$ cat src/bpfr_pkg.sv
// Package for the buffer pool frame replacer: sizes, codes and shared structs.
// No dependencies.
package bpfr_pkg;
	localparam int NumFrames = 8;
	localparam int FrameBits = $clog2(NumFrames);
	localparam int StampBits = 32;
	localparam int PageBits  = 16;
	localparam int PinBits   = 8;

	localparam logic [1:0] FUNC_PIN     = 2'd0;
	localparam logic [1:0] FUNC_UNPIN   = 2'd1;
	localparam logic [1:0] FUNC_HOLD    = 2'd2;
	localparam logic [1:0] FUNC_RELEASE = 2'd3;

	localparam logic [1:0] POL_LRU   = 2'd0;
	localparam logic [1:0] POL_MRU   = 2'd1;
	localparam logic [1:0] POL_CLOCK = 2'd2;

	localparam logic [2:0] ST_DONE     = 3'd0;
	localparam logic [2:0] ST_LOADED   = 3'd1;
	localparam logic [2:0] ST_EVICTED  = 3'd2;
	localparam logic [2:0] ST_FULL     = 3'd3;
	localparam logic [2:0] ST_NOT_RES  = 3'd4;
	localparam logic [2:0] ST_UNPINNED = 3'd5;
	localparam logic [2:0] ST_NOT_HELD = 3'd6;

	// controller -> datapath
	typedef struct packed {
		logic load;      // latch a new request
		logic scan_clr;  // reset scan pointer and search flags
		logic scan_step; // examine one frame for tag, free and victim
		logic sweep_clr; // start clock sweep at the hand
		logic sweep_step;// examine one frame at the sweep pointer
		logic commit;    // apply the operation and build the result
	} bpfr_cmd_t;

	// datapath -> controller
	typedef struct packed {
		logic scan_last;   // scan pointer at last frame
		logic hit;         // tag found
		logic is_pin;      // request is a pin
		logic free_found;  // a free frame exists
		logic any_elig;    // an eligible victim exists
		logic clock_pol;   // policy is clock sweep
		logic sweep_found; // sweep found its victim
	} bpfr_stat_t;
endpackage

$ cat src/bpfr_ctrl.sv
// Controller state machine for the buffer pool frame replacer.
// Depends on bpfr_pkg.
module bpfr_ctrl (
	input  logic                clk,
	input  logic                arst_n,
	input  logic                in_fire,
	input  logic                out_busy,
	input  bpfr_pkg::bpfr_stat_t st,
	output bpfr_pkg::bpfr_cmd_t  cmd,
	output logic                idle
);
	import bpfr_pkg::*;

	localparam logic [2:0] S_IDLE  = 3'd0;
	localparam logic [2:0] S_SCAN  = 3'd1;
	localparam logic [2:0] S_SWEEP = 3'd2;
	localparam logic [2:0] S_COMMIT = 3'd3;

	logic [2:0] state_q, state_d;

	// next state and commands
	always_comb begin
		state_d = state_q;
		cmd = '0;
		idle = 1'b0;
		unique case (state_q)
			S_IDLE: begin
				idle = !out_busy;
				if (in_fire) begin
					cmd.load = 1'b1;
					cmd.scan_clr = 1'b1;
					state_d = S_SCAN;
				end
			end
			S_SCAN: begin
				cmd.scan_step = 1'b1;
				if (st.scan_last) begin
					state_d = S_COMMIT;
				end
			end
			S_COMMIT: begin
				// after the scan, or a sweep that found its victim, decide whether a sweep is needed or commit
				if (st.is_pin && !st.hit && !st.free_found && st.any_elig
						&& st.clock_pol && !st.sweep_found) begin
					cmd.sweep_clr = 1'b1;
					state_d = S_SWEEP;
				end else begin
					cmd.commit = 1'b1;
					state_d = S_IDLE;
				end
			end
			S_SWEEP: begin
				cmd.sweep_step = 1'b1;
				if (st.sweep_found) begin
					state_d = S_COMMIT;
				end
			end
			default: state_d = S_IDLE;
		endcase
	end

	always_ff @(posedge clk or negedge arst_n) begin
		if (!arst_n) begin
			state_q <= S_IDLE;
		end else begin
			state_q <= state_d;
		end
	end

	// at most one command strobe of the scan family at a time
	assert property (@(posedge clk) disable iff (!arst_n)
		!(cmd.scan_step && cmd.sweep_step)) else $error("scan and sweep overlap");
	assert property (@(posedge clk) disable iff (!arst_n)
		cmd.commit |=> state_q == S_IDLE) else $error("commit not followed by idle");
	assert property (@(posedge clk) disable iff (!arst_n)
		cmd.load |-> state_q == S_IDLE) else $error("load outside idle");
endmodule

$ cat src/bpfr_dp.sv
// Datapath for the buffer pool frame replacer: frame table, scan, sweep, result.
// Depends on bpfr_pkg.
module bpfr_dp (
	input  logic                          clk,
	input  logic                          arst_n,
	input  bpfr_pkg::bpfr_cmd_t            cmd,
	output bpfr_pkg::bpfr_stat_t           st,
	input  logic [1:0]                    func,
	input  logic [bpfr_pkg::PageBits-1:0] page_id,
	input  logic                          dirty_mark,
	input  logic [1:0]                    policy,
	output logic [2:0]                    res_status,
	output logic [2:0]                    res_frame,
	output logic                          res_wb,
	output logic [bpfr_pkg::PageBits-1:0] res_ev,
	output logic [bpfr_pkg::PinBits-1:0]  res_pins
);
	import bpfr_pkg::*;

	logic [PageBits-1:0]  tag_q   [NumFrames];
	logic [StampBits-1:0] stamp_q [NumFrames];
	logic [PinBits-1:0]   pins_q  [NumFrames];
	logic [NumFrames-1:0] valid_q, dirty_q, held_q, ref_q;
	logic [FrameBits-1:0] hand_q;
	logic [StampBits-1:0] stamp_ctr_q;

	logic [1:0]           func_q;
	logic [PageBits-1:0]  page_q;
	logic                 dmark_q;

	logic [FrameBits-1:0] ptr_q, swp_q;
	logic                 hit_q, free_q, best_ok_q, swp_ok_q;
	logic [FrameBits-1:0] hit_idx_q, free_idx_q, best_idx_q, swp_idx_q;
	logic [4:0]           swp_cnt_q;

	logic elig_p, elig_s;
	logic better;

	assign elig_p = valid_q[ptr_q] && pins_q[ptr_q] == '0 && !held_q[ptr_q];
	assign elig_s = valid_q[swp_q] && pins_q[swp_q] == '0 && !held_q[swp_q];
	assign better = (policy == POL_MRU) ? (stamp_q[ptr_q] > stamp_q[best_idx_q])
		: (stamp_q[ptr_q] < stamp_q[best_idx_q]);

	assign st.scan_last   = ptr_q == FrameBits'(NumFrames - 1);
	assign st.hit         = hit_q;
	assign st.is_pin      = func_q == FUNC_PIN;
	assign st.free_found  = free_q;
	assign st.any_elig    = best_ok_q;
	assign st.clock_pol   = policy == POL_CLOCK;
	assign st.sweep_found = swp_ok_q;

	// scan / sweep pointers and search flags bookkeeping
	always_ff @(posedge clk or negedge arst_n) begin
		if (!arst_n) begin
			ptr_q <= '0; swp_q <= '0; hit_q <= 1'b0; free_q <= 1'b0;
			best_ok_q <= 1'b0; swp_ok_q <= 1'b0; swp_cnt_q <= '0;
		end else begin
			if (cmd.scan_clr) begin
				ptr_q <= '0; hit_q <= 1'b0; free_q <= 1'b0;
				best_ok_q <= 1'b0; swp_ok_q <= 1'b0;
			end
			if (cmd.scan_step) begin
				ptr_q <= (ptr_q == FrameBits'(NumFrames - 1)) ? '0 : ptr_q + 1'b1;
				if (!hit_q && valid_q[ptr_q] && tag_q[ptr_q] == page_q) begin
					hit_q <= 1'b1;
				end
				if (!free_q && !valid_q[ptr_q]) begin
					free_q <= 1'b1;
				end
				if (elig_p && (!best_ok_q || better)) begin
					best_ok_q <= 1'b1;
				end
			end
			if (cmd.sweep_clr) begin
				swp_q <= hand_q; swp_cnt_q <= '0;
			end
			if (cmd.sweep_step && !swp_ok_q) begin
				swp_q <= (swp_q == FrameBits'(NumFrames - 1)) ? '0 : swp_q + 1'b1;
				swp_cnt_q <= swp_cnt_q + 1'b1;
				if (elig_s && !ref_q[swp_q]) begin
					swp_ok_q <= 1'b1;
				end
			end
		end
	end

	// request latch and payload registers of the search
	always_ff @(posedge clk) begin
		if (cmd.load) begin
			func_q <= func; page_q <= page_id; dmark_q <= dirty_mark;
		end
		if (cmd.scan_step) begin
			if (!hit_q && valid_q[ptr_q] && tag_q[ptr_q] == page_q) hit_idx_q <= ptr_q;
			if (!free_q && !valid_q[ptr_q]) free_idx_q <= ptr_q;
			if (elig_p && (!best_ok_q || better)) best_idx_q <= ptr_q;
		end
		if (cmd.sweep_step && !swp_ok_q && elig_s && !ref_q[swp_q]) begin
			swp_idx_q <= swp_q;
		end
	end

	// commit: choose frame and apply the operation
	logic [FrameBits-1:0] vic;
	logic [FrameBits-1:0] fsel;
	logic                 fvalid;
	logic [2:0]           stat;
	always_comb begin
		vic = (policy == POL_CLOCK) ? swp_idx_q : best_idx_q;
		fsel = hit_idx_q;
		fvalid = hit_q;
		stat = ST_DONE;
		if (func_q == FUNC_PIN) begin
			if (hit_q) begin
				stat = ST_DONE;
			end else if (free_q) begin
				fsel = free_idx_q; fvalid = 1'b1; stat = ST_LOADED;
			end else if (best_ok_q) begin
				fsel = vic; fvalid = 1'b1; stat = ST_EVICTED;
			end else begin
				stat = ST_FULL;
			end
		end else if (!hit_q) begin
			stat = ST_NOT_RES;
		end else if (func_q == FUNC_UNPIN) begin
			stat = (pins_q[fsel] == '0) ? ST_UNPINNED : ST_DONE;
		end else if (func_q == FUNC_RELEASE) begin
			stat = held_q[fsel] ? ST_DONE : ST_NOT_HELD;
		end
	end

	logic [PinBits-1:0] new_pins;
	always_comb begin
		new_pins = pins_q[fsel];
		case (func_q)
			FUNC_PIN:   new_pins = hit_q ? ((pins_q[fsel] == '1) ? pins_q[fsel]
				: pins_q[fsel] + 1'b1) : PinBits'(1);
			FUNC_UNPIN: new_pins = (pins_q[fsel] == '0) ? '0 : pins_q[fsel] - 1'b1;
			default:    new_pins = pins_q[fsel];
		endcase
	end

	// frame table control state
	always_ff @(posedge clk or negedge arst_n) begin
		if (!arst_n) begin
			valid_q <= '0; dirty_q <= '0; held_q <= '0; ref_q <= '0;
			hand_q <= '0; stamp_ctr_q <= '0;
			for (int i = 0; i < NumFrames; i++) pins_q[i] <= '0;
		end else begin
			// clock sweep clears reference bits of passed eligible frames
			if (cmd.sweep_step && !swp_ok_q && elig_s && ref_q[swp_q]) begin
				ref_q[swp_q] <= 1'b0;
			end
			if (cmd.commit && fvalid) begin
				pins_q[fsel] <= new_pins;
				if (func_q == FUNC_PIN) begin
					ref_q[fsel] <= 1'b1;
					stamp_ctr_q <= stamp_ctr_q + 1'b1;
					if (!hit_q) begin
						valid_q[fsel] <= 1'b1; dirty_q[fsel] <= 1'b0; held_q[fsel] <= 1'b0;
						if (stat == ST_EVICTED && policy == POL_CLOCK) begin
							hand_q <= (vic == FrameBits'(NumFrames - 1)) ? '0 : vic + 1'b1;
						end
					end
				end else if (func_q == FUNC_UNPIN) begin
					dirty_q[fsel] <= dmark_q;
				end else if (func_q == FUNC_HOLD) begin
					held_q[fsel] <= 1'b1;
				end else begin
					held_q[fsel] <= 1'b0;
				end
			end
		end
	end

	// tags, stamps and result payload
	always_ff @(posedge clk) begin
		if (cmd.commit) begin
			if (fvalid && func_q == FUNC_PIN) begin
				stamp_q[fsel] <= stamp_ctr_q;
				if (!hit_q) tag_q[fsel] <= page_q;
			end
			res_status <= stat;
			res_frame  <= fvalid ? 3'(fsel) : 3'd0;
			res_pins   <= fvalid ? new_pins : '0;
			res_wb     <= (stat == ST_EVICTED) ? dirty_q[fsel] : 1'b0;
			res_ev     <= (stat == ST_EVICTED) ? tag_q[fsel] : '0;
		end
	end

	assert property (@(posedge clk) disable iff (!arst_n)
		cmd.sweep_step |-> swp_cnt_q <= 5'(2 * NumFrames + 1)) else $error("sweep overrun");
	assert property (@(posedge clk) disable iff (!arst_n)
		(cmd.commit && stat == ST_EVICTED) |-> valid_q[fsel]) else $error("evict invalid");
	assert property (@(posedge clk) disable iff (!arst_n)
		(cmd.commit && stat == ST_LOADED) |-> !valid_q[fsel]) else $error("load into used");
endmodule

$ cat src/buffer_pool_frame_replacer.sv
// Buffer pool frame replacer top level: stream ports, APB register, output stage.
// Flow: an accepted input is checked against all 8 frames by a serial scan, then a commit
// state registers the result; under clock policy a sweep from the hand may come between.
// One item at a time: no new input is accepted until its result is committed, and a result
// waiting on m_tready holds off the next input.
// Reset: arst_n clears frame valid/pin/dirty/hold/ref bits, hand, stamp counter, policy.
// Depends on bpfr_pkg, bpfr_ctrl, bpfr_dp.
module buffer_pool_frame_replacer (
	input  logic        clk,
	input  logic        arst_n,
	input  logic        s_tvalid,
	output logic        s_tready,
	input  logic [23:0] s_tdata,  // func[1:0], page_id[17:2], dirty_mark[18], zero pad
	output logic        m_tvalid,
	input  logic        m_tready,
	output logic [31:0] m_tdata,  // status[2:0], frame_index[5:3], writeback[6],
	                              // evicted_page[22:7], pin_count_now[30:23], zero pad
	input  logic        psel,
	input  logic        penable,
	input  logic        pwrite,
	input  logic [1:0]  paddr,
	input  logic [31:0] pwdata,
	output logic [31:0] prdata,
	output logic        pready
);
	import bpfr_pkg::*;

	bpfr_cmd_t  cmd;
	bpfr_stat_t st;
	logic       idle, in_fire, out_q;
	logic [2:0] r_status, r_frame;
	logic       r_wb;
	logic [PageBits-1:0] r_ev;
	logic [PinBits-1:0]  r_pins;
	logic [1:0] policy_q;

	assign pready = 1'b1;
	assign prdata = (paddr == 2'd0) ? {30'd0, policy_q} : 32'd0;

	// policy register
	always_ff @(posedge clk or negedge arst_n) begin
		if (!arst_n) begin
			policy_q <= POL_LRU;
		end else if (psel && penable && pwrite && paddr == 2'd0) begin
			policy_q <= pwdata[1:0];
		end
	end

	assign s_tready = idle;
	assign in_fire = s_tvalid && s_tready;

	// output valid flag
	always_ff @(posedge clk or negedge arst_n) begin
		if (!arst_n) begin
			out_q <= 1'b0;
		end else if (cmd.commit) begin
			out_q <= 1'b1;
		end else if (m_tready) begin
			out_q <= 1'b0;
		end
	end

	assign m_tvalid = out_q;
	assign m_tdata = {1'b0, r_pins, r_ev, r_wb, r_frame, r_status};

	bpfr_ctrl u_ctrl (
		.clk(clk), .arst_n(arst_n), .in_fire(in_fire), .out_busy(out_q && !m_tready),
		.st(st), .cmd(cmd), .idle(idle)
	);

	bpfr_dp u_dp (
		.clk(clk), .arst_n(arst_n), .cmd(cmd), .st(st),
		.func(s_tdata[1:0]), .page_id(s_tdata[17:2]), .dirty_mark(s_tdata[18]),
		.policy(policy_q),
		.res_status(r_status), .res_frame(r_frame), .res_wb(r_wb),
		.res_ev(r_ev), .res_pins(r_pins)
	);

	assert property (@(posedge clk) disable iff (!arst_n)
		cmd.commit |-> !(out_q && !m_tready)) else $error("result overwritten");
	assert property (@(posedge clk) disable iff (!arst_n)
		in_fire |=> !s_tready) else $error("second item accepted");
	assert property (@(posedge clk) disable iff (!arst_n)
		m_tvalid |-> m_tdata[2:0] != 3'd7) else $error("bad status");
endmodule
$ cat config.mk
export PLATFORM = sky130hd
export DESIGN_NAME = buffer_pool_frame_replacer
export DESIGN_NICKNAME = d
export VERILOG_FILES = /design/src/bpfr_pkg.sv /design/src/bpfr_ctrl.sv /design/src/bpfr_dp.sv /design/src/buffer_pool_frame_replacer.sv
export SDC_FILE = /design/constraint.sdc
export NUM_CORES = 1
export LEC_CHECK = 0
export BUFFER_PORTS_ARGS = -buffer_cell sky130_fd_sc_hd__buf_2
export CORE_UTILIZATION = 39
export DETAILED_ROUTE_END_ITERATION = 8
export GPL_ROUTABILITY_DRIVEN = 0
export MAX_ROUTING_LAYER = met4
export SLEW_MARGIN = 10
export SYNTH_ARGS = -nofsm -noshare
export SYNTH_HDL_FRONTEND = slang
export SYNTH_SLANG_ARGS = --single-unit
export TNS_END_PERCENT = 1
$ cat constraint.sdc
create_clock -name clk -period 7.3 [get_ports clk]
set_input_delay 0.365 -clock clk [delete_from_list [all_inputs] [get_ports clk]]
set_output_delay 0.365 -clock clk [all_outputs]
set_load 0.03 [all_outputs]
### Word level (Yosys, flattened, before mapping)

Memories as Yosys holds them, arrays and structs flattened. A register that Yosys moved wholly into a read port is not among the register bits.
Cells that the tools add are included.

| storage, ports and cells | value |
|---|---|
| word-level logic and storage cells | 259 |
| memory bits (writable) | 384 |
| register bits | 193 |
| output and inout port bits | 67 |
| memories | 2 |

Memory list:

| memory | words | bits a word | read ports | clocked after memory_dff | wr ports | RTL line | RTL |
|---|---|---|---|---|---|---|---|
| u_dp.stamp_q | 8 | 32 | 2 | 1 | 1 | bpfr_dp.sv:21 | `logic [StampBits-1:0] stamp_q [NumFrames];` |
| u_dp.tag_q | 8 | 16 | 2 | 1 | 1 | bpfr_dp.sv:20 | `logic [PageBits-1:0] tag_q [NumFrames];` |

| cells by class | value |
|---|---|
| equal/unequal tests | 19 |
| mux-type cells | 111 |
| reductions and logical operators | 61 |
| bitwise operators | 13 |
| $lt $le $gt $ge | 13 |
| add/sub/neg operators | 6 |

Operators with widths:

| cell | number |
|---|---|
| 8-bit two-way mux | 22 |
| 8-bit binary-select mux with 3-bit select | 4 |
| 3-bit two-way mux | 24 |
| 64-bit bitwise mux | 1 |
| 1-bit two-way mux | 43 |
| 32-bit by 1-bit adder with 32-bit output (second input constant) | 1 |
| 32-bit > comparator | 1 |
| 8-bit logical NOT | 4 |
| 32-bit less-than comparator | 1 |
| 1-bit logical AND | 29 |
| 8-bit bitwise AND | 3 |
| 8-bit demux with 3-bit select | 1 |
| 8-bit OR | 3 |
| 1-bit binary-select mux with 3-bit select | 7 |
| 16-bit equality test | 1 |
| 4-bit greater-or-equal comparator (second input constant) | 4 |
| 3-bit by 4-bit less-than comparator with 1-bit output (second input constant) | 4 |
| 3-bit inverter with 4-bit output | 4 |
| 8-bit inverter | 2 |
| 8-bit one-hot mux with 2 select lines | 1 |
| 3-bit one-hot mux with 4 select lines | 1 |
| 3-bit AND reduction | 4 |
| 1-bit logical NOT | 11 |
| 3-bit by 1-bit adder with 3-bit output (second input constant) | 3 |
| 22 further kinds | 44 |

### Logic depth before layout (Yosys ltp)

Gate-level depths: netlist of run 1.

| logic depth | value |
|---|---|
| depth after elaboration | 15 |
| depth in mapped cells | 18 |
| depth with buffers taken out | 14 |

### Cells and area by module

From an unflattened synthesis of run 1, not the netlist that was laid out.

| second synthesis, totals | value |
|---|---|
| cell total of the unflattened synthesis | 1,855 |
| area total of the unflattened synthesis | 28,372.2 um^2 |

By module, submodules not included:

| module | times used | area each (um^2) | sequential area each (um^2) | cells an instance |
|---|---|---|---|---|
| bpfr_dp | 1 | 27,722.8 | 16,981.3 | 1,781 |
| buffer_pool_frame_replacer | 1 | 396.6 | 75.1 | 47 |
| bpfr_ctrl | 1 | 252.7 | 50.0 | 27 |

### Worst setup path after synthesis of run 1

Ideal clock, no wire load.

| timing path | value |
|---|---|
| path type | flip-flop to flip-flop |
| start | register u_dp.ptr_q[1] |
| end | register (tool-made name) |
| path slack | 2,167 ps |
| period minus slack after synthesis | 5,133 ps |
| cell stages (with the launch flop) | 19 |
| path buffers | 4 |
| arrival | 5,012 ps |
| cells stage by stage | dfrtp_1 -> buf_1 -> clkbuf_1 -> clkbuf_1 -> buf_1 -> mux4_2 -> mux2_2 -> ha_1 -> nor2b_1 -> o21a_1 -> o21a_1 -> o21a_1 -> o21ai_0 -> nand2b_1 -> a21oi_1 -> o21ai_0 -> nand4b_1 -> a31oi_1 -> mux2_2 |

RTL lines:

| element | RTL line | RTL |
|---|---|---|
| start: declaration | bpfr_dp.sv:31 | `logic [FrameBits-1:0] ptr_q, swp_q;` |
| start signal: assignment | bpfr_dp.sv:63 | `ptr_q <= (ptr_q == FrameBits'(NumFrames - 1)) ? '0 : ptr_q + 1'b1;` |

### Final worst setup path of run 1

| timing path | value |
|---|---|
| start | register u_dp.func_q[0] |
| end | register u_dp.res_pins[0] (netlist bit), data pin |

| between the ends | value |
|---|---|
| word-level cells in the longest chain between the ends | 10 |
| elaborated cells on any way between the ends | 16 |
| classes of those cells | add/sub (2); eq/ne (2); mux (9); bitwise (1); reduce/logical (2) |

Ends and longest elaborated chain:

| element | RTL line | RTL |
|---|---|---|
| start: declaration | bpfr_dp.sv:27 | `logic [1:0] func_q;` |
| start signal: assignment | bpfr_dp.sv:90 | `func_q <= func; page_q <= page_id; dmark_q <= dirty_mark;` |
| 2-bit logical NOT | bpfr_dp.sv:112, bpfr_dp.sv:134 |  |
| 3-bit two-way mux | bpfr_dp.sv:112 | `if (func_q == FUNC_PIN) begin` |
| 3-bit inverter with 4-bit output | - |  |
| 8-bit binary-select mux with 3-bit select | - |  |
| 8-bit two-way mux (not written as such) (2 in a row) | - |  |
| 8-bit by 1-bit adder with 8-bit output / 8-bit equality test (equally long branches) | bpfr_dp.sv:136, bpfr_dp.sv:135 |  |
| 8-bit two-way mux (2 in a row) | bpfr_dp.sv:135 | `FUNC_PIN: new_pins = hit_q ? ((pins_q[fsel] == '1) ? pins_q[fsel]` |
| 8-bit one-hot mux with 2 select lines | bpfr_dp.sv:134 | `case (func_q)` |
| end signal: assignment | bpfr_dp.sv:184 | `res_pins <= fvalid ? new_pins : '0;` |
| end: declaration | bpfr_dp.sv:16 | `output logic [bpfr_pkg::PinBits-1:0] res_pins` |

Parallel ways exist; a longest one is shown, timed or not. The select of a mux whose other input is x is not followed.
A chain may end at the register's enable or synchronous reset.

==> summary.md, run 1 <==
| Metric | Value |
|---|---|
| Die Area | `roughly 73000 µm²` |
| Peak supply drop | `between 0.2 and 0.25 mV` |
| P_sw | `around 4100 µW` |
| Int Power | `7853 µW` |
| Sequential fraction of the synthesis area | `60.78%` |
| Worst Hold Class | `input pin to flip-flop` |
| Share of cells above drive strength 1 | `around 24%` |
| Total CTS buffers | `between 60 and 70` |
| Relative slew slack | `22.36%` |
| Clock transition at path regs | `~60 ps` |
| Num rows | `slightly below 100` |
| CTS Sinks | `roughly 600` |
| Post-DP Area | `between 20000 and 30000 µm²` |
| Total global-route track usage | `between 10% and 20%` |
| Routed via count | `between 15000 and 20000` |
| First-pass DRT Iterations | `7` |
| Via-to-Cell Ratio | `about 5.7` |
| Leakage power | `0.01128 µW` |
| Post-synth EDFFs | `between 400 and 500` |
| Detail Placement HPWL | `~42000 µm` |
| Crit share post-route | `between 70% and 80%` |
| CTS tree | `done` |
| First-pass GRT wire length | `roughly 110000 µm` |
| Net Sw Frac | `between 30% and 40%` |
| Pwr dens | `374.2 nW/µm²` |
| Grt ovf | `0` |
| Critical path peak fanout | `16` |
| Max_cap viols | `0` |
| Final slew viol count | `0` |
| Root Buffer | `clkbuf_16` |
| Crit path cell chain | `or3_4 > o21ai_0 > a211o_1 > nor2_1 > a32oi_1 > o211ai_1 > inv_1 > ha_1 > nor4b_4 > and2_1 > o21ai_0 > a221oi_4 > nor2_1` |
| Later-pin clock latency in the skew report | `about 600 ps` |
| CP Buf/Inv Count | `1` |
| Critical path arrival | `5590 ps` |
| Startpoint Class | `flip-flop` |
| Setup CP Type | `flip-flop to flip-flop` |
| Async set-reset flop share out of synthesis | `about a quarter` |
| Total Wirelength | `just under 70000 µm` |
| Vias in the first global route | `17740` |
| Hold-fix buffers at CTS | `22` |
| PortBufs | `between 60 and 70` |
| Syn. warnings | `0` |
| Post_cts resized | `0` |
| Core Region | `roughly 70000 µm²` |
| Least-Margin Pin Slew | `~1200 ps` |
| Ys flop type | `edfxtp_1` |
| DRC viols | `0` |
| Total negative slack | `0 ps` |
| Yosys cell types | `86` |
| Crit path max-delay family | `compound AO/OA/AOI/OAI gates` |
| Die W | `between 200 and 300 µm` |
| IO Count | `132` |
| Post-layout min period | `5269 ps` |
| Post-CTS setup buffers | `0` |
| Finish-stage setup viols | `0` |
| CP Data Required Time | `7620 ps` |
| Layout area overhead | `13.51%` |
| Clk buf depth | `3` |
| Die boundary height | `~270 µm` |
| Unrepaired setup endpoints after global routing | `no` |
| Hold Vio Cnt, Final | `0` |
| H-tree depth | `3` |
| Slowest stage cell on the critical path | `a221oi_4` |
| Mean post-synth cell area | `15.10 µm²` |
| Combinational fraction of design power | `between 30% and 40%` |
| Initial drt markers | `1495` |
| Reg power frac | `39.0%` |
| ANT cells | `0` |
| Antenna violations before repair | `0` |
| R2r setup slk | `between 2000 and 2500 ps` |
| Worst clock skew | `approximately 22 ps` |
| Outcome | `finished, final reports clean` |
| Largest net degree at the start of global routing | `88` |
| Nets | `slightly above 2000` |
| Post-route cell area | `31940 µm²` |
| Post-route ant nets | `0` |
| Max frequency | `between 0.15 and 0.2 GHz` |
| Area occupied by multi-input gates | `about 11000 µm²` |
| Crit. End Element | `flip-flop` |
| Clock power frac | `27.9%` |
| Register Area | `around 17000 µm²` |
| Flops & latches, synth | `slightly below 600` |
| Post-Syn Instances | `between 1500 and 2000` |
| Mean routed wirelength per cell | `approximately 23 µm` |
| Initial core utilization | `39.37%` |
| CP max stage delay | `710 ps` |
| Mapped cell area | `about 28000 µm²` |
| Filler cells | `around 6300` |
==> flip-flops by register name, indices dropped and copies added (netlist names), 16 cells and up, named ones only <==
name	cells
u_dp.stamp_q	256
u_dp.tag_q	128
u_dp.page_q	16
u_dp.res_ev	16
u_dp.pins_q	64
u_dp.stamp_ctr_q	32
==> placed cells by master (no fill, tap or decap), types with 11 or more instances in the layout <==
master           n
edfxtp_1       446
nand2_1        176
mux4_2         168
dfrtp_1        143
mux2i_1         80
o21ai_0         78
nor2_1          73
clkbuf_16       69
buf_2           63
mux2_2          57
ha_1            47
buf_4           42
a21oi_1         34
xnor2_1         34
conb_1          32
nand3_1         30
a22oi_1         28
o21ai_1         25
nor4_1          22
dlygate4sd3_1   22
clkbuf_1        19
nor3_1          18
nand2b_1        16
xor2_1          16
a31oi_1         14
nand4_1         14
a21o_1          13
a22o_1          13
inv_1           12
o31ai_1         12
nor2b_1         11
==> cell usage after synthesis (13+ instances only) <==
cell type / n / area [µm²]
a21o_1: 13 / 97.59
a21oi_1: 34 / 170.2
a22o_1: 13 / 113.9
a22oi_1: 28 / 210.2
a31oi_1: 14 / 87.58
buf_1: 21 / 78.83
buf_4: 33 / 247.7
clkbuf_1: 58 / 217.7
dfrtp_1: 146 / 3654
edfxtp_1: 446 / 13390
ha_1: 47 / 588.1
mux2_2: 57 / 641.9
mux2i_1: 80 / 800.8
mux4_2: 168 / 3784
nand2_1: 176 / 660.6
nand2b_1: 16 / 100.1
nand3_1: 30 / 150.1
nand4_1: 14 / 87.58
nor2_1: 87 / 326.6
nor3_1: 23 / 115.1
nor4_1: 22 / 137.6
o21ai_0: 78 / 390.4
o21ai_1: 25 / 125.1
xnor2_1: 34 / 297.8
xor2_1: 16 / 140.1
==> worst min-delay path: stages <==
cell      delay (ps)
buf_2             70
nand2b_1         100
nand2_1           50
==> logic make-up after synthesis <==
kind of cell / synth area share, %
buf+inv: 2.499
flops: 60.78
compound gates: 6.993
simple gates: 7.269
other cells: 0.02668
fa+ha+maj: 2.090
mux: 18.78
xor+xnor: 1.556
==> power by group through the flow <==
stage | Combinational [µW] | Sequential, µW | Clock (µW)
detailed placement | 3960 | 4730 | 0
global route | 4290 | 4740 | 3520
floorplan | 2790 | 4390 | 0
finish | 3960 | 4660 | 3330
global placement | 3930 | 4720 | 0
CTS | 4000 | 4670 | 3400
==> final cells by class <==
type | count | area share (%)
sequential | 595 | 53.61
multi-input combinational | 1159 | 33.02
clock buffer | 96 | 5.973
tap | 950 | 3.721
timing repair buffer | 128 | 2.699
clock inverter | 25 | 0.8304
inverter | 13 | 0.1528
==> path summary, 6_finish.rpt <==
path | cells past startpoint | startpoint | end
min in group asynchronous | 2 | arst_n | u_dp.pins_q[44]
setup / recovery | 13 | u_dp.func_q[0] | u_dp.res_pins[0]
setup reg to reg | 13 | u_dp.func_q[0] | u_dp.res_pins[0]
max in group asynchronous | 3 | arst_n | u_dp.ptr_q[1]
hold / removal | 3 | m_tready | m_tvalid
hold reg to reg | 1 | u_dp.swp_idx_q[0] | u_dp.hand_q[0]
==> layer usage <==
metal | global-route usage, % | vias to the layer above | part of all wire [%]
met2 | 32.74 | 460 | 51
met3 | 3.151 | 125 | 4.5
met4 | 5.352 | 0 | 2.3
li1 | - | 7498 | -
met1 | 24.79 | 8702 | 43
met5 | - | - | 0
==> per-stage QoR <==
step	worst slack [ps]	std cells	hold WS (ps)	utilization [%]	total power [µW]
finish	2031	2966	41.64	44.69	11950
global route	1736	2966	58.44	44.69	12550
CTS	2006	2966	12.32	44.69	12070
detailed placement	2051	2823	446.9	41.34	8699
global placement	2033	2823	437.6	41.34	8647
floorplan	2167	1894	69.41	-	7181
Note: power is estimated with default switching activity, not from simulation.
==> run 2, diff against run 1 <==
==> constraint.sdc (replaced) <==
create_clock -name clk -period 4.4 [get_ports clk]
set_input_delay 0.22 -clock clk [delete_from_list [all_inputs] [get_ports clk]]
set_output_delay 0.22 -clock clk [all_outputs]
set_load 0.03 [all_outputs]
==> summary.md, run 2 (synthesis results as in run 1) <==
| Metric | Value |
|---|---|
| Outcome | `finished, final reports clean (unchanged)` |
| Unrepaired setup endpoints after global routing | `no (unchanged)` |
| Critical path peak fanout | `16 (unchanged)` |
| First-pass DRT Iterations | `7 (unchanged)` |
| H-tree depth | `3 (unchanged)` |
| Total CTS buffers | `67 (was 66)` |
| Register Area | `17120 µm² (unchanged)` |
| Hold Vio Cnt, Final | `0 (unchanged)` |
| Initial drt markers | `1162 (was 1495)` |
| Largest registers | `u_dp.stamp_q x256, u_dp.tag_q x128, u_dp.pins_q x64 (unchanged)` |
| Post-route ant nets | `0 (unchanged)` |
| Peak supply drop | `0.4066 mV (was 0.2017 mV)` |
| Filler cells | `6219 (was 6321)` |
| Crit. End Element | `flip-flop (unchanged)` |
| Largest net degree at the start of global routing | `96 (was 88)` |
| Commonest cells after routing, fill and taps aside | `edfxtp_1 (446), nand2_1 (176), mux4_2 (168) (unchanged)` |
| CP max stage delay | `670 ps (was 710 ps)` |
| Area occupied by multi-input gates | `10550 µm² (about the same)` |
| Mean routed wirelength per cell | `22.97 µm (was 23.36 µm)` |
| ANT cells | `0 (unchanged)` |
| Worst Hold Class | `input pin to flip-flop (unchanged)` |
| Share of cells above drive strength 1 | `26.57% (was 24.36%)` |
| Least-Margin Pin Slew | `994.3 ps (was 1163 ps)` |
| Routed via count | `17110 (was 16790)` |
| Clock transition at path regs | `60 ps (about the same)` |
| Later-pin clock latency in the skew report | `630 ps (was 600 ps)` |
| IO Count | `132 (unchanged)` |
| Final Util | `45.71% (was 44.69%)` |
| Setup CP Type | `flip-flop to flip-flop (unchanged)` |
| Die W | `270.6 µm (unchanged)` |
| Max frequency | `0.2382 GHz (was 0.1898 GHz)` |
| Clk buf depth | `3 (unchanged)` |
| CP Data Required Time | `4880 ps (was 7620 ps)` |
| Finish-stage setup viols | `0 (unchanged)` |
| Relative slew slack | `33.71% (was 22.36%)` |
| Final slew viol count | `0 (unchanged)` |
| Via-to-Cell Ratio | `5.657 (was 5.659)` |
| Dpl cells | `2872 (was 2823)` |
| Hold wc startpoint | `s_tvalid (was m_tready)` |
| Crit share post-route | `95.42% (was 72.18%)` |
| DRC viols | `0 (unchanged)` |
| Die Area | `73240 µm² (unchanged)` |
| Total Wirelength | `69460 µm (was 69270 µm)` |
| Max_cap viols | `0 (unchanged)` |
| Fin cells | `3024 (was 2966)` |
| Top reg by flops | `u_dp.stamp_q (unchanged)` |
| Root Buffer | `clkbuf_16 (unchanged)` |
| Worst clock skew | `35.98 ps (was 22.16 ps)` |
| Startpoint Class | `flip-flop (unchanged)` |
| Critical path arrival | `4680 ps (was 5590 ps)` |
| Die boundary height | `270.6 µm (unchanged)` |
| Core Region | `71490 µm² (unchanged)` |
| CTS Sinks | `595 (unchanged)` |
| Largest register FFs | `256 (unchanged)` |
| Worst reg2reg path startpoint | `u_dp.ptr_q[0] (was u_dp.func_q[0])` |
| Layout area overhead | `16.10% (was 13.51%)` |
| Antenna violations before repair | `0 (unchanged)` |
| Slowest stage cell on the critical path | `dfrtp_4 (was a221oi_4)` |
| Total global-route track usage | `19.76% (was 19.63%)` |
| CTS tree | `done (unchanged)` |
| Detail Placement HPWL | `43130 µm (was 41950 µm)` |
| Crit path cell chain | `buf_12 > mux4_2 > mux2_2 > ha_1 > o21a_1 > o21a_1 > o21a_1 > o21ai_0 > nand2b_1 > a21oi_1 > o21ai_1 > nand4b_1 > a31oi_1 > buf_4 > mux2_2 (was or3_4 > o21ai_0 > a211o_1 > nor2_1 > a32oi_1 > o211ai_1 > inv_1 > ha_1 > nor4b_4 > and2_1 > o21ai_0 > a221oi_4 > nor2_1)` |
| Vias in the first global route | `17880 (was 17740)` |
| Post-layout min period | `4199 ps (was 5269 ps)` |
| Pwr dens | `625.8 nW/µm² (was 374.2 nW/µm²)` |
| PortBufs | `64 (unchanged)` |
| Most frequent CP cell | `o21a_1` |
| First-pass GRT wire length | `106900 µm (was 106600 µm)` |
| Grt ovf | `0 (unchanged)` |
| Nets | `2132 (was 2075)` |
| Critical Path Source | `u_dp.ptr_q[0] (was u_dp.func_q[0])` |
| Leakage power | `0.01167 µW (was 0.01128 µW)` |
| Num rows | `98 (unchanged)` |
| Most common cell after layout, fill and taps aside | `edfxtp_1 (unchanged)` |
| Initial core utilization | `39.37% (unchanged)` |
[run 2: changes by cell type in the layout (fill, tap and decap cells not counted), moves of 2 or more]
cell / previous run / this run
clkinv_1: 7 / 4
buf_12: 0 / 15
buf_4: 42 / 80
clkbuf_1: 19 / 17
dlygate4sd3_1: 22 / 25
o21ai_1: 25 / 27
o21ai_0: 78 / 76
bufinv_16: 4 / 7
clkinv_4: 1 / 3
[run 2: through the flow]
step	cell area, µm²	power, µW	hold slack (ps)	worst slack, ps	setup TNS, ps
floorplan	28270	11920	-75.59	-496.9	-2764
global placement	30100	14680	393.1	160.7	0
detailed placement	30100	14790	398.1	166.6	0
CTS	32630	20600	178.7	103.6	0
global route	32680	21510	227.2	7.369	0
finish	32680	20450	185.0	201.3	0
[run 2: critical path: cells and delay by family, from the launching register on]
kind	cells	cell delay, ps
DFF	1	670
AOI/OAI and AO/OA	7	1160
and+or+nand+nor	2	340
adders and majority gates	1	320
buffers and inverters	2	420
muxes	3	1130
[run 2: layout make-up]
class | instances | area share (%)
Sequential cell | 595 | 52.41
Multi-Input combinational cell | 1159 | 32.30
Clock buffer | 94 | 5.851
Timing Repair Buffer | 184 | 4.522
Tap cell | 950 | 3.638
Clock inverter | 29 | 1.133
Inverter | 13 | 0.1493
[run 2: layer usage]
layer	part of all wire (%)	global-route usage [%]	vias to the layer above
met2	50	32.65	538
met5	0	-	-
met3	4.6	2.805	146
met4	2.9	6.913	0
met1	43	24.89	8811
li1	-	-	7612
[run 2: path summary, 6_finish.rpt]
path / cells after the start / slack, ps / end
worst min register to register: 1 / 460 / u_dp.hand_q[0]
worst min-delay path: 4 / 180 / u_dp.ptr_q[1]
max in group asynchronous: 3 / 3180 / u_dp.ptr_q[1]
worst max-delay path: 15 / 200 / flip-flop
worst max register to register: 15 / 200 / flip-flop
min in group asynchronous: 2 / 290 / u_dp.pins_q[12]
[run 2: what timing repair did]
action	CTS	global route
setup buffers	0	4
gates resized for setup	0	2
hold endpoints to repair	116	0
hold buffers	25	0
endpoints found under the setup margin	0	12
[run 2: where the power goes]
| part | total [µW] | leakage (µW) | internal [µW] | switching (µW) |
|---|---|---|---|---|
| combinational | 7280 | 0.00462 | 3400 | 3880 |
| clock | 5730 | 0.00112 | 3470 | 2270 |
| sequential | 7430 | 0.00593 | 6690 | 736 |
